**src/sbct_pkg.sv**
```systemverilog
// ----------------------------------------------------------------------------
// sbct_pkg: shared constants for the swept box collision test
// Wall codes and default widths.
// ----------------------------------------------------------------------------
`default_nettype none
package sbct_pkg;
    localparam int FracBits   = 16;
    localparam int CoordWidth = 32;
    localparam int RegIndexW  = 1;
    localparam int NumLanes   = 3;

    localparam logic [RegIndexW-1:0] RegMoverWidth  = 1'd0;
    localparam logic [RegIndexW-1:0] RegMoverHeight = 1'd1;

    localparam logic [1:0] WallNone  = 2'd0;
    localparam logic [1:0] WallLeft  = 2'd1;
    localparam logic [1:0] WallRight = 2'd2;
    localparam logic [1:0] WallTop   = 2'd3;

    localparam int LaneLeft  = 0;
    localparam int LaneRight = 1;
    localparam int LaneTop   = 2;
endpackage
`default_nettype wire

```
**src/sbct_div_cell.sv**
```systemverilog
// ----------------------------------------------------------------------------
// sbct_div_cell: one quotient bit for each wall lane
// Restoring division step on three lanes, context passed to the next cell.
// ----------------------------------------------------------------------------
`default_nettype none
module sbct_div_cell #(
    parameter int W = 36,
    parameter int F = 16
) (
    input  wire logic                                     clk,
    input  wire logic                                     rst_n,
    input  wire logic                                     en,
    input  wire logic                                     valid_in,
    input  wire logic [sbct_pkg::NumLanes-1:0][W-1:0]     rem_in,
    input  wire logic [sbct_pkg::NumLanes-1:0][W-1:0]     den_in,
    input  wire logic [sbct_pkg::NumLanes-1:0][F-1:0]     quo_in,
    input  wire logic [sbct_pkg::NumLanes-1:0]            ok_in,
    input  wire logic [sbct_pkg::NumLanes-1:0][4*W-1:0]   ctx_in,
    output logic                                          valid_out,
    output logic [sbct_pkg::NumLanes-1:0][W-1:0]          rem_out,
    output logic [sbct_pkg::NumLanes-1:0][W-1:0]          den_out,
    output logic [sbct_pkg::NumLanes-1:0][F-1:0]          quo_out,
    output logic [sbct_pkg::NumLanes-1:0]                 ok_out,
    output logic [sbct_pkg::NumLanes-1:0][4*W-1:0]        ctx_out
);
    logic [sbct_pkg::NumLanes-1:0][W-1:0] rem_next;
    logic [sbct_pkg::NumLanes-1:0][F-1:0] quo_next;
    logic [W-1:0]                         shifted;

    always_comb
    begin
        shifted = '0;
        for (int i = 0; i < sbct_pkg::NumLanes; i++)
        begin
            shifted = {rem_in[i][W-2:0], 1'b0};
            if (shifted >= den_in[i])
            begin
                rem_next[i] = shifted - den_in[i];
                quo_next[i] = {quo_in[i][F-2:0], 1'b1};
            end
            else
            begin
                rem_next[i] = shifted;
                quo_next[i] = {quo_in[i][F-2:0], 1'b0};
            end
        end
    end

    always_ff @(posedge clk or negedge rst_n)
    begin
        if (!rst_n)
        begin
            valid_out <= 1'b0;
        end
        else if (en)
        begin
            valid_out <= valid_in;
        end
    end

    always_ff @(posedge clk)
    begin
        if (en)
        begin
            rem_out <= rem_next;
            den_out <= den_in;
            quo_out <= quo_next;
            ok_out  <= ok_in;
            ctx_out <= ctx_in;
        end
    end
endmodule
`default_nettype wire

```
**config.mk**
```make
export PLATFORM = sky130hd
export DESIGN_NAME = sbct_div_cell
export DESIGN_NICKNAME = d
export VERILOG_FILES = /design/src/sbct_pkg.sv /design/src/sbct_div_cell.sv
export SDC_FILE = /design/constraint.sdc
export NUM_CORES = 1
export LEC_CHECK = 0
export ABC_AREA = 1
export CORE_AREA = 2 2 549 551
export DETAILED_ROUTE_END_ITERATION = 10
export DIE_AREA = 0 0 551 553
export DONT_BUFFER_PORTS = 1
export SYNTH_ARGS = -nofsm -noshare
export SYNTH_HDL_FRONTEND = slang
export SYNTH_SLANG_ARGS = --single-unit
```
**constraint.sdc**
```tcl
create_clock -name clk -period 0.8 [get_ports clk]
set_clock_uncertainty 0.15 [all_clocks]
set_input_delay 0 -clock clk [delete_from_list [all_inputs] [get_ports clk]]
set_output_delay 0 -clock clk [all_outputs]
set_load 0.02 [all_outputs]
```
==> results of run 1 <==
[power groups by stage]
stage | Clock (mW) | Combinational (mW) | Sequential [mW]
after floorplan | 0 | 6.90 | 50.1
after global placement | 0 | 20.7 | 50.5
after detailed placement | 0 | 20.7 | 50.4
after CTS | 45.5 | 28.6 | 49.8
after global routing | 46.8 | 32.8 | 50.0
final | 44.2 | 31.0 | 49.8
[timing repair]
item                                     CTS  global route
gates resized for setup                  305           716
endpoints found under the hold margin   1362           918
pin swaps                                 77           215
hold buffers                            1113            48
endpoints found under the setup margin   812           853
buffers inserted                          48            54
gates cloned                              24             2
[cell families (layout without fill, tap and decap cells)]
| kind of cell | Yosys count | count (layout) |
|---|---|---|
| AOI/OAI and AO/OA | 143 | 143 |
| xor gates and xnor gates | 56 | 56 |
| adders and majority gates | 111 | 111 |
| buffers and inverters | 469 | 2509 |
| DFF | 700 | 700 |
| muxes | 1 | 1 |
| other | 0 | 42 |
| and+or+nand+nor | 1299 | 1303 |
[metrics by stage]
step	TNS (ns)	worst slack [ns]	std cells	power, mW	cell area (um^2)
2_1_floorplan	-103.95	-1.02	2779	57.0	32200
3_3_place_gp	-323.68	-1.65	7338	71.2	44800
3_5_place_dp	-370.07	-1.61	7338	71.1	44800
4_1_cts	-652.89	-1.06	8680	124	61100
5_1_grt	-625.65	-1.05	8820	130	63300
6_report	-580.70	-1.10	8823	125	63400
[critical path, cell delays in order]
cell and delay [ns]:
dlygate4sd3_1 0.58, inv_2 0.07, ha_4 0.28, buf_6 0.10, nand2_2 0.04, nand3b_1 0.23
nor2_4 0.21, buf_6 0.12, nand2_2 0.04, nand3_2 0.09, a21boi_4 0.07, buf_6 0.13
buf_4 0.14, nand3_1 0.07, nand2_1 0.09
[state kept, by name (all words and copies together), names as in the netlist]
register / flops
ctx_out: 432
den_out: 108
ok_out: 3
quo_out: 48
rem_out: 108
valid_out: 1
[how the worst max path moves through the flow]
stage / cells past startpoint / from / endpoint / slack (ns)
6_report: 15 / den_in[38] / rem_out[60]$_DFFE_PP_ / -1.10
5_1_grt: 15 / den_in[38] / rem_out[60]$_DFFE_PP_ / -1.05
4_1_cts: 1 / rem_out[65]$_DFFE_PP_ / rem_out[65] / -1.06
3_5_place_dp: 12 / den_in[17] / rem_out[33]$_DFFE_PP_ / -1.61
3_3_place_gp: 12 / den_in[17] / rem_out[33]$_DFFE_PP_ / -1.65
2_1_floorplan: 13 / den_in[0] / rem_out[29]$_DFFE_PP_ / -1.02
[per-layer routing]
| metal | wire [um] | global-route usage | part of all wire |
|---|---|---|---|
| met1 | 76300 | 0.137 | 0.35 |
| met2 | 116000 | 0.257 | 0.52 |
| met3 | 17700 | 0.0401 | 0.080 |
| met4 | 10900 | 0.0595 | 0.049 |
| met5 | 112 | 0 | 0.00051 |
[area by class of cell]
| class | count | area [um^2] |
|---|---|---|
| tap | 3958 | 4950 |
| clock inverter | 57 | 732 |
| sequential | 700 | 21000 |
| timing repair inverter | 14 | 225 |
| multi-input combinational | 1614 | 11600 |
| inverter | 450 | 1840 |
| timing repair buffer | 1884 | 20500 |
| fill | 31891 | 235000 |
| antenna | 42 | 105 |
| clock buffer | 104 | 2390 |
[layout by cell type, fill, tap and decap left out, drive strengths merged]
cell type,instances
a21boi,2
a21o,1
a21oi,85
and2,4
buf,749
bufinv,12
clkbuf,157
clkinv,25
clkinvlp,20
dfrtp,1
diode,42
dlygate4sd3,1056
dlymetal6s2s,16
dlymetal6s4s,10
edfxtp,699
fa,3
ha,108
inv,464
mux2,1
nand2,915
nand3,153
nand3b,19
nand4,7
nor2,178
nor3,22
nor4,3
o21ai,46
o21bai,9
or2,2
xor2,56
==> flow_summary.toml, run 1 <==
[status]
status = "finished with violations"
violations = "hold timing, setup timing"

[floorplanning]
io-pin-count = 1403
rows = 201
dieArea_um2 = 305000
dieHeight_um = 553
initial_core_util = 0.104
die_w_um = 551
core_um2 = 299000

[worst_setup_path]
cp-end-kind = "flop"
rr_worst_depth = 1
r2r-end = "valid_out$_DFFE_PN0P_"
required_ns = 1.16
r2r-start = "valid_out$_DFFE_PN0P_"
cp_max_fo = 4
crit_type = "in2reg"
cp.arrival_ns = 2.26
worst_setup_path_start_kind = "input port"
r2r_slack_ns = -0.13

[sta]
final-hold-violation-count = 449
tightest_slew_ns = 1.19
fmax_ghz = 0.527
fin_ws_ns = -1.10
final_max_slew_viol_count = 0
setup_viol = 1067
rsz0062_at_grt = "true"
slew_headroom = 0.205
fin_crit_sh = 2.37
whs_ns = -0.850
fin_crit_ns = 1.90

[power_and_ir_drop]
clockPowerShare = 0.353
p_sw_mw = 39.4
p_per_area_nw_per_um2 = 1970
power_frac_comb = 0.248
seqPwrFrac = 0.399
peakVddDrop_mv = 1.57
power.leakage_nw = 25.6
switching_share = 0.315
internal-power_mw = 85.6

[synth]
synth-seq-cells = 700
syn_avg_cell_area_um2 = 11.2
yosys_warnings = 0
syn-num-nets = 3593
synth_edf_count = 699
synthMuxAreaShare = 0.000362
syn_inst = 2779
synth_top_family_by_area = "simple AND/OR/NAND/NOR gates"
synthAdderAreaFrac = 0.0454
yosys-top-cells-area = "edfxtp_1 67%, nand2_1 11%, inv_1 5.4%, ha_1 4.3%, nand3_1 2.3%"
synth_compound_area_frac = 0.0251
ys_seq_area_frac = 0.676
yosysUniqueCellTypes = 39
ys.flop_type = "edfxtp_1"
synth_area_um2 = 31100
synth_top_area_share = 0.675
yosysMostFrequentCell = "nand2_1"
synth-xor-area-share = 0.0158
ys_async_sr_fraction = 0.00143
synth_top_area_cell = "edfxtp_1"
synth_common_cells = "871 x nand2_1, 699 x edfxtp_1, 446 x inv_1, 158 x nor2_1, 146 x nand3_1"
synthSimpleGateAreaFrac = 0.177

[cts]
cts_tree = "built"
clock_latency_ns = 0.77
cts-root-buf = "clkbuf_16"
htreeDepth = 3
cts_sinks = 700
clk_pin_slew_ns = 0.08
clk_path_buf_depth = 4
numCtsBuffers = 92

[route]
drt_wl_total_mm = 221
wire_per_inst_um = 25.0
firstDrtPassIters = 7
drc = 0
viasPerCell = 3.33
first_iter_violations = 2392
ant_nets = 0
routed-via-count = 29352

[layout]
area_delta_synth_final_pct = 104
finalNetCount = 5570
post-route-util = 0.212
drive_gt1_frac = 0.338

[placed_design]
dp_hpwl_mm = 171
io_buffers = 0
gp_congestion = 0.958

[global_routing]
grt_start_max_net_pins = 701
grt_pass1_vias = 30150
antenna_found_initial = 50
grt_first_pass_wirelength_mm = 278
grt.total_usage = 0.136
overflow = 0

[worst_hold_path]
hp-start = "den_in[54]"
hold_depth = 0
min_to = "den_out[54]$_DFFE_PP_"
hp-class = "in2reg"

[flow_run]
drv_cap = 0
(Power assumes the default switching activity.)
==> run 2: changes to the inputs <==
- ABC_AREA: 1 -> unset
- CORE_AREA: 2 2 549 551 -> 2 2 546 548
- DIE_AREA: 0 0 551 553 -> 0 0 548 550
==> run 2 against run 1 <==
The flow still finishes with violations (hold timing, setup timing). Critical path depth down 4. Wire length down 5.6%. Sequential share of layout area rose by 3.6 points. Critical endpoint is now rem_out[73]$_DFFE_PP_. Largest power group unchanged. Highest routed layer unchanged.
==> flow_summary.toml, run 2 <==
[synth]
yosys-top-cells-area = "edfxtp_1 74%, ha_1 4.7%, a21oi_1 2.3%, inv_1 1.8%, nand2_1 1.7%"
synth_top_area_cell = "edfxtp_1"
yosysUniqueCellTypes = 76
synth_edf_count = 699
synth_top_area_share = 0.736
synth_common_cells = "699 x edfxtp_1, 138 x inv_1, 130 x a21oi_1, 129 x nand2_1, 108 x ha_1"
syn_inst = 1864
syn-num-nets = 2678
ys_async_sr_fraction = 0.00143
yosys_warnings = 0
ys.flop_type = "edfxtp_1"
yosysMostFrequentCell = "edfxtp_1"
ys_seq_area_frac = 0.737
synth_area_um2 = 28500
syn_avg_cell_area_um2 = 15.3
synth-seq-cells = 700

[floorplanning]
dieArea_um2 = 301000
initial_core_util = 0.0965
core_um2 = 296000
die_w_um = 548
io-pin-count = 1403
dieHeight_um = 550
rows = 200

[flow_run]
drv_cap = 0

[sta]
final-hold-violation-count = 538
fin_crit_sh = 2.51
whs_ns = -0.853
tightest_slew_ns = 0.812
fmax_ghz = 0.498
fin_crit_ns = 2.01
slew_headroom = 0.458
finalSetupTns_ns = -625.34
fin_ws_ns = -1.21
final_max_slew_viol_count = 0
setup_viol = 1200
rsz0062_at_grt = "true"

[worst_setup_path]
rr_worst_depth = 1
worst_setup_path_start_kind = "input port"
crit_type = "in2reg"
crit_start = "den_in[83]"
r2r-end = "valid_out$_DFFE_PN0P_"
r2r-start = "valid_out$_DFFE_PN0P_"
r2r_slack_ns = -0.14
cp-end-kind = "flop"
required_ns = 1.17
cp_max_fo = 8
cp.arrival_ns = 2.37

[power_and_ir_drop]
power_frac_comb = 0.228
clockPowerShare = 0.352
seqPwrFrac = 0.419
peakVddDrop_mv = 1.67
internal-power_mw = 82.6
p_total_mw = 119
p_per_area_nw_per_um2 = 2070
p_sw_mw = 35.9
switching_share = 0.303
power.leakage_nw = 21.4

[layout]
drive_gt1_frac = 0.312
finalNetCount = 4418
layout_common_cells = "1,002 x dlygate4sd3_1, 699 x edfxtp_1, 371 x buf_4"
largest_reg_flops = 432
mostFrequentLayoutCell = "dlygate4sd3_1"
stdcell_count = 7653
largest_registers = "ctx_out x432, den_out x108, rem_out x108"
regMostFlops = "ctx_out"
area_delta_synth_final_pct = 101

[worst_hold_path]
min_to = "den_out[30]$_DFFE_PP_"
hold_depth = 0
hp-start = "den_in[30]"
hp-class = "in2reg"

[cts]
cts-root-buf = "clkbuf_16"
clk_pin_slew_ns = 0.07
cts_tree = "built"
cts_sinks = 700
clk_path_buf_depth = 4
numCtsBuffers = 90
clock_latency_ns = 0.79
htreeDepth = 3

[route]
first_iter_violations = 1978
viasPerCell = 3.19
ant_nets = 0
drc = 0
wire_per_inst_um = 27.3
drt_wl_total_mm = 209
routed-via-count = 24378
firstDrtPassIters = 5

[placed_design]
placed_cells = 6377
io_buffers = 0
dp_hpwl_mm = 168
gp_congestion = 1.07

[status]
status = "finished with violations"
violations = "hold timing, setup timing"

[global_routing]
grt.total_usage = 0.132
grt_pass1_vias = 25594
grt_start_max_net_pins = 126
antenna_found_initial = 62
overflow = 0
grt_first_pass_wirelength_mm = 258
-- run 2: cell count changes in the layout (fill, tap and decap cells not counted), moves of 58 or more --
cell     delta
inv_1     -242
inv_2      -58
ha_4       -71
nand2_4    -58
nand2_2   -173
ha_1       +72
nand2_1   -549
nand3_1    -80
-- run 2: power groups by stage --
stage / Combinational [mW] / Clock (mW) / Sequential, mW
after floorplan: 5.90 / 0 / 50.1
after global placement: 19.4 / 0 / 50.4
after detailed placement: 19.5 / 0 / 50.4
after CTS: 26.5 / 43.4 / 49.7
after global routing: 28.7 / 44.4 / 50.0
final: 27.1 / 41.8 / 49.7
-- run 2: cells by family after synthesis --
| family | count (synthesis) | share of synthesized area |
|---|---|---|
| AND/OR/NAND/NOR | 330 | 0.0538 |
| multiplexers | 21 | 0.00939 |
| flip-flops | 700 | 0.737 |
| adder cells (fa/ha/maj) | 111 | 0.0495 |
| AO/OA/AOI/OAI | 423 | 0.0943 |
| XOR/XNOR | 93 | 0.0286 |
| buffers and inverters | 186 | 0.0273 |
-- run 2: critical path, cell delays in order --
cell,delay [ns]
clkinvlp_4,0.13
ha_4,0.29
a21oi_1,0.19
o21ai_2,0.10
a31oi_2,0.24
a21oi_2,0.10
o2111ai_2,0.22
nand3_1,0.11
a311o_2,0.46
clkbuf_16,0.23
mux2_2,0.29
-- run 2: worst max-delay path by stage --
stage	end	depth (start not counted)
final	rem_out[73]$_DFFE_PP_	11
after global routing	rem_out[71]$_DFFE_PP_	12
after CTS	rem_out[71]$_DFFE_PP_	11
after detailed placement	ctx_out[419]$_DFFE_PP_	3
after global placement	ctx_out[419]$_DFFE_PP_	3
after floorplan	rem_out[60]$_DFFE_PP_	11
-- run 2: through the flow --
stage / area, um^2 / utilization / worst slack [ns]
after floorplan: 29100 / - / -1.70
after global placement: 41600 / 0.141 / -2.37
after detailed placement: 41600 / 0.141 / -2.48
after CTS: 56300 / 0.190 / -1.08
after global routing: 57200 / 0.193 / -1.21
final: 57200 / 0.193 / -1.21
-- run 2: what timing repair did --
item                                     CTS  global route
endpoints found under the setup margin  1240          1133
gates resized for setup                  257           140
hold buffers                             993            10
pin swaps                                 96            46
gates cloned                              17             6
hold endpoints to repair                1095           596
setup buffers                             59            16
-- run 2: area by class of cell --
cell class	instances	area, um^2
fillers	31551	238000
flip-flops and latches	700	21000
repair buffers	1696	19200
multi-input cells	978	8390
well taps	3939	4930
clock buffers	100	2310
clock inverters	58	618
inverters	138	608
diodes	44	110
-- run 2: metal layers --
metal	wire, um	track usage	up-vias
met5	64	0	-
met3	25000	0.0658	338
met1	65100	0.120	11976
li1	-	-	10586
met2	107000	0.241	1468
met4	11700	0.0639	10
==> run 3: changes to the inputs <==
- CORE_AREA: 2 2 546 548 -> 2 2 550 552
- CTS_BUF_LIST: unset -> sky130_fd_sc_hd__clkbuf_8
- DIE_AREA: 0 0 548 550 -> 0 0 552 554
==> run 3 against run 2 <==
The flow still finishes with violations (hold timing, setup timing). Largest power group unchanged. First-iteration DRC count shrank 10%. Sequential power is essentially flat. Flip-flop and latch count is the same. Sequential share of layout area shrank 0.97 points. Power shrank 0.92%.
==> flow_summary.toml, run 3 (same netlist as run 2, synthesis figures left out) <==
[sta]
setup_viol = 968
final-hold-violation-count = 591
final_max_slew_viol_count = 0
fin_crit_ns = 1.93
fmax_ghz = 0.519
rsz0062_at_grt = "true"
tightest_slew_ns = 0.617
fin_ws_ns = -1.13
slew_headroom = 0.589
fin_crit_sh = 2.41
whs_ns = -0.986

[route]
drc = 0
first_iter_violations = 1778
viasPerCell = 3.21
wire_per_inst_um = 28.6
routed-via-count = 25213
drt_wl_total_mm = 225
ant_nets = 0
firstDrtPassIters = 7

[worst_setup_path]
crit_type = "in2reg"
max_stage_delay_ns = 0.45
slowest_stage = "a311o_2"
cp-end-kind = "flop"
required_ns = 1.36
cp.arrival_ns = 2.48
worst_setup_path_start_kind = "input port"
r2r-start = "valid_out$_DFFE_PN0P_"
cp_cell_sequence = "clkinvlp_4 -> fa_2 -> a211oi_4 -> o21ai_2 -> nand3_2 -> a21oi_2 -> o2111ai_2 -> nand3_1 -> a311o_2 -> buf_12 -> buf_4 -> clkbuf_16 -> a21oi_2"
path_common_cell = "a21oi_2"
crit_start = "den_in[73]"
cp_max_fo = 7

[placed_design]
gp_congestion = 1.04
place_area_um2 = 42100
io_buffers = 0
placed_cells = 6420
dp_hpwl_mm = 180
dp_slack_ns = -2.14

[power_and_ir_drop]
peakVddDrop_mv = 1.41
p_per_area_nw_per_um2 = 2000
power.leakage_nw = 22.2

[worst_hold_path]
hp-start = "den_in[55]"
hp-class = "in2reg"

[floorplanning]
dieArea_um2 = 306000
dieHeight_um = 554
io-pin-count = 1403
die_w_um = 552
rows = 201
core_um2 = 299000
initial_core_util = 0.0953

[layout]
mostFrequentLayoutCell = "dlygate4sd3_1"
drive_gt1_frac = 0.335
design_area_um2 = 58700
layout_common_cells = "1,024 x dlygate4sd3_1, 699 x edfxtp_1, 364 x buf_4"
finalNetCount = 4553
largest_reg_flops = 432
largest_registers = "ctx_out x432, den_out x108, rem_out x108"
stdcell_count = 7854
post-route-util = 0.196
regMostFlops = "ctx_out"
area_delta_synth_final_pct = 106

[cts]
clk_pin_slew_ns = 0.06
cts_tree = "built"
cts_sinks = 700
cts-root-buf = "clkbuf_8"
htreeDepth = 4
clk_path_buf_depth = 4
clock_latency_ns = 0.87
numCtsBuffers = 145

[global_routing]
grt.total_usage = 0.138
grt_first_pass_wirelength_mm = 275
grt_pass1_vias = 26855
antenna_found_initial = 90
grt_start_max_net_pins = 701
overflow = 0

[flow_run]
drv_cap = 0

[status]
violations = "hold timing, setup timing"
status = "finished with violations"
## run 3: cell types whose count changed in the layout (fill, tap and decap cells not counted), sizes merged
cell / previous run / this run
clkbuf: 105 / 156
bufbuf: 6 / 0
dlymetal6s2s: 0 / 4
clkinv: 28 / 43
dlygate4sd3: 1002 / 1024
diode: 44 / 50
inv: 144 / 175
clkinvlp: 15 / 19
dlymetal6s4s: 1 / 27
buf: 682 / 711
## run 3: worst paths after layout
path / end / slack (ns) / depth (start not counted)
setup / recovery: rem_out[80]$_DFFE_PP_ / -1.13 / 13
hold / removal: den_out[55]$_DFFE_PP_ / -0.99 / 0
setup reg to reg: valid_out$_DFFE_PN0P_ / -0.13 / 1
hold reg to reg: valid_out$_DFFE_PN0P_ / 0.39 / 1
max in group asynchronous: valid_out$_DFFE_PN0P_ / 0.09 / 3
min in group asynchronous: valid_out$_DFFE_PN0P_ / 0.30 / 3
## run 3: worst max-delay path: cells and delay by family
| kind | cells | cell delay, ns |
|---|---|---|
| AO/OA/AOI/OAI | 6 | 1.29 |
| buffers and inverters | 4 | 0.56 |
| adder cells (fa/ha/maj) | 1 | 0.39 |
| AND/OR/NAND/NOR | 2 | 0.22 |
## run 3: per-stage QoR
| step | setup TNS (ns) | power (mW) |
|---|---|---|
| 6_report | -669.48 | 117 |
| 5_1_grt | -753.20 | 123 |
| 4_1_cts | -782.99 | 117 |
| 3_5_place_dp | -353.43 | 70.1 |
| 3_3_place_gp | -374.11 | 70.2 |
| 2_1_floorplan | -168.63 | 56.0 |
## run 3: layout make-up
class | count | area (um^2)
Clock inverter | 108 | 783
Fill cell | 32116 | 241000
Timing Repair Buffer | 1776 | 20400
Antenna cell | 50 | 125
Multi-Input combinational cell | 978 | 8860
Sequential cell | 700 | 21000
Tap cell | 3958 | 4950
Inverter | 138 | 593
Clock buffer | 146 | 2010
## run 3: report_power, final
| group | total [mW] | internal (mW) | switching, mW |
|---|---|---|---|
| clock network | 38.8 | 20.2 | 18.6 |
| registers | 49.6 | 44.5 | 5.11 |
| logic | 29.1 | 15.2 | 13.8 |
| total | 117 | 79.9 | 37.6 |
## run 3: what timing repair did
action                                  4_1_cts  5_1_grt
endpoints found under the setup margin      812     1175
resized for setup                           203      315
buffers inserted                             35       37
hold buffers                               1050        5
pin swaps                                   112      107
endpoints found under the hold margin      1400      768
cloned                                       15       11
## run 3: metal layers
metal	share of wire	track usage	vias to the layer above
met5	0.00049	0	-
met2	0.52	0.259	1511
met4	0.047	0.0597	18
li1	-	-	10887
met3	0.12	0.0718	446
met1	0.31	0.123	12351
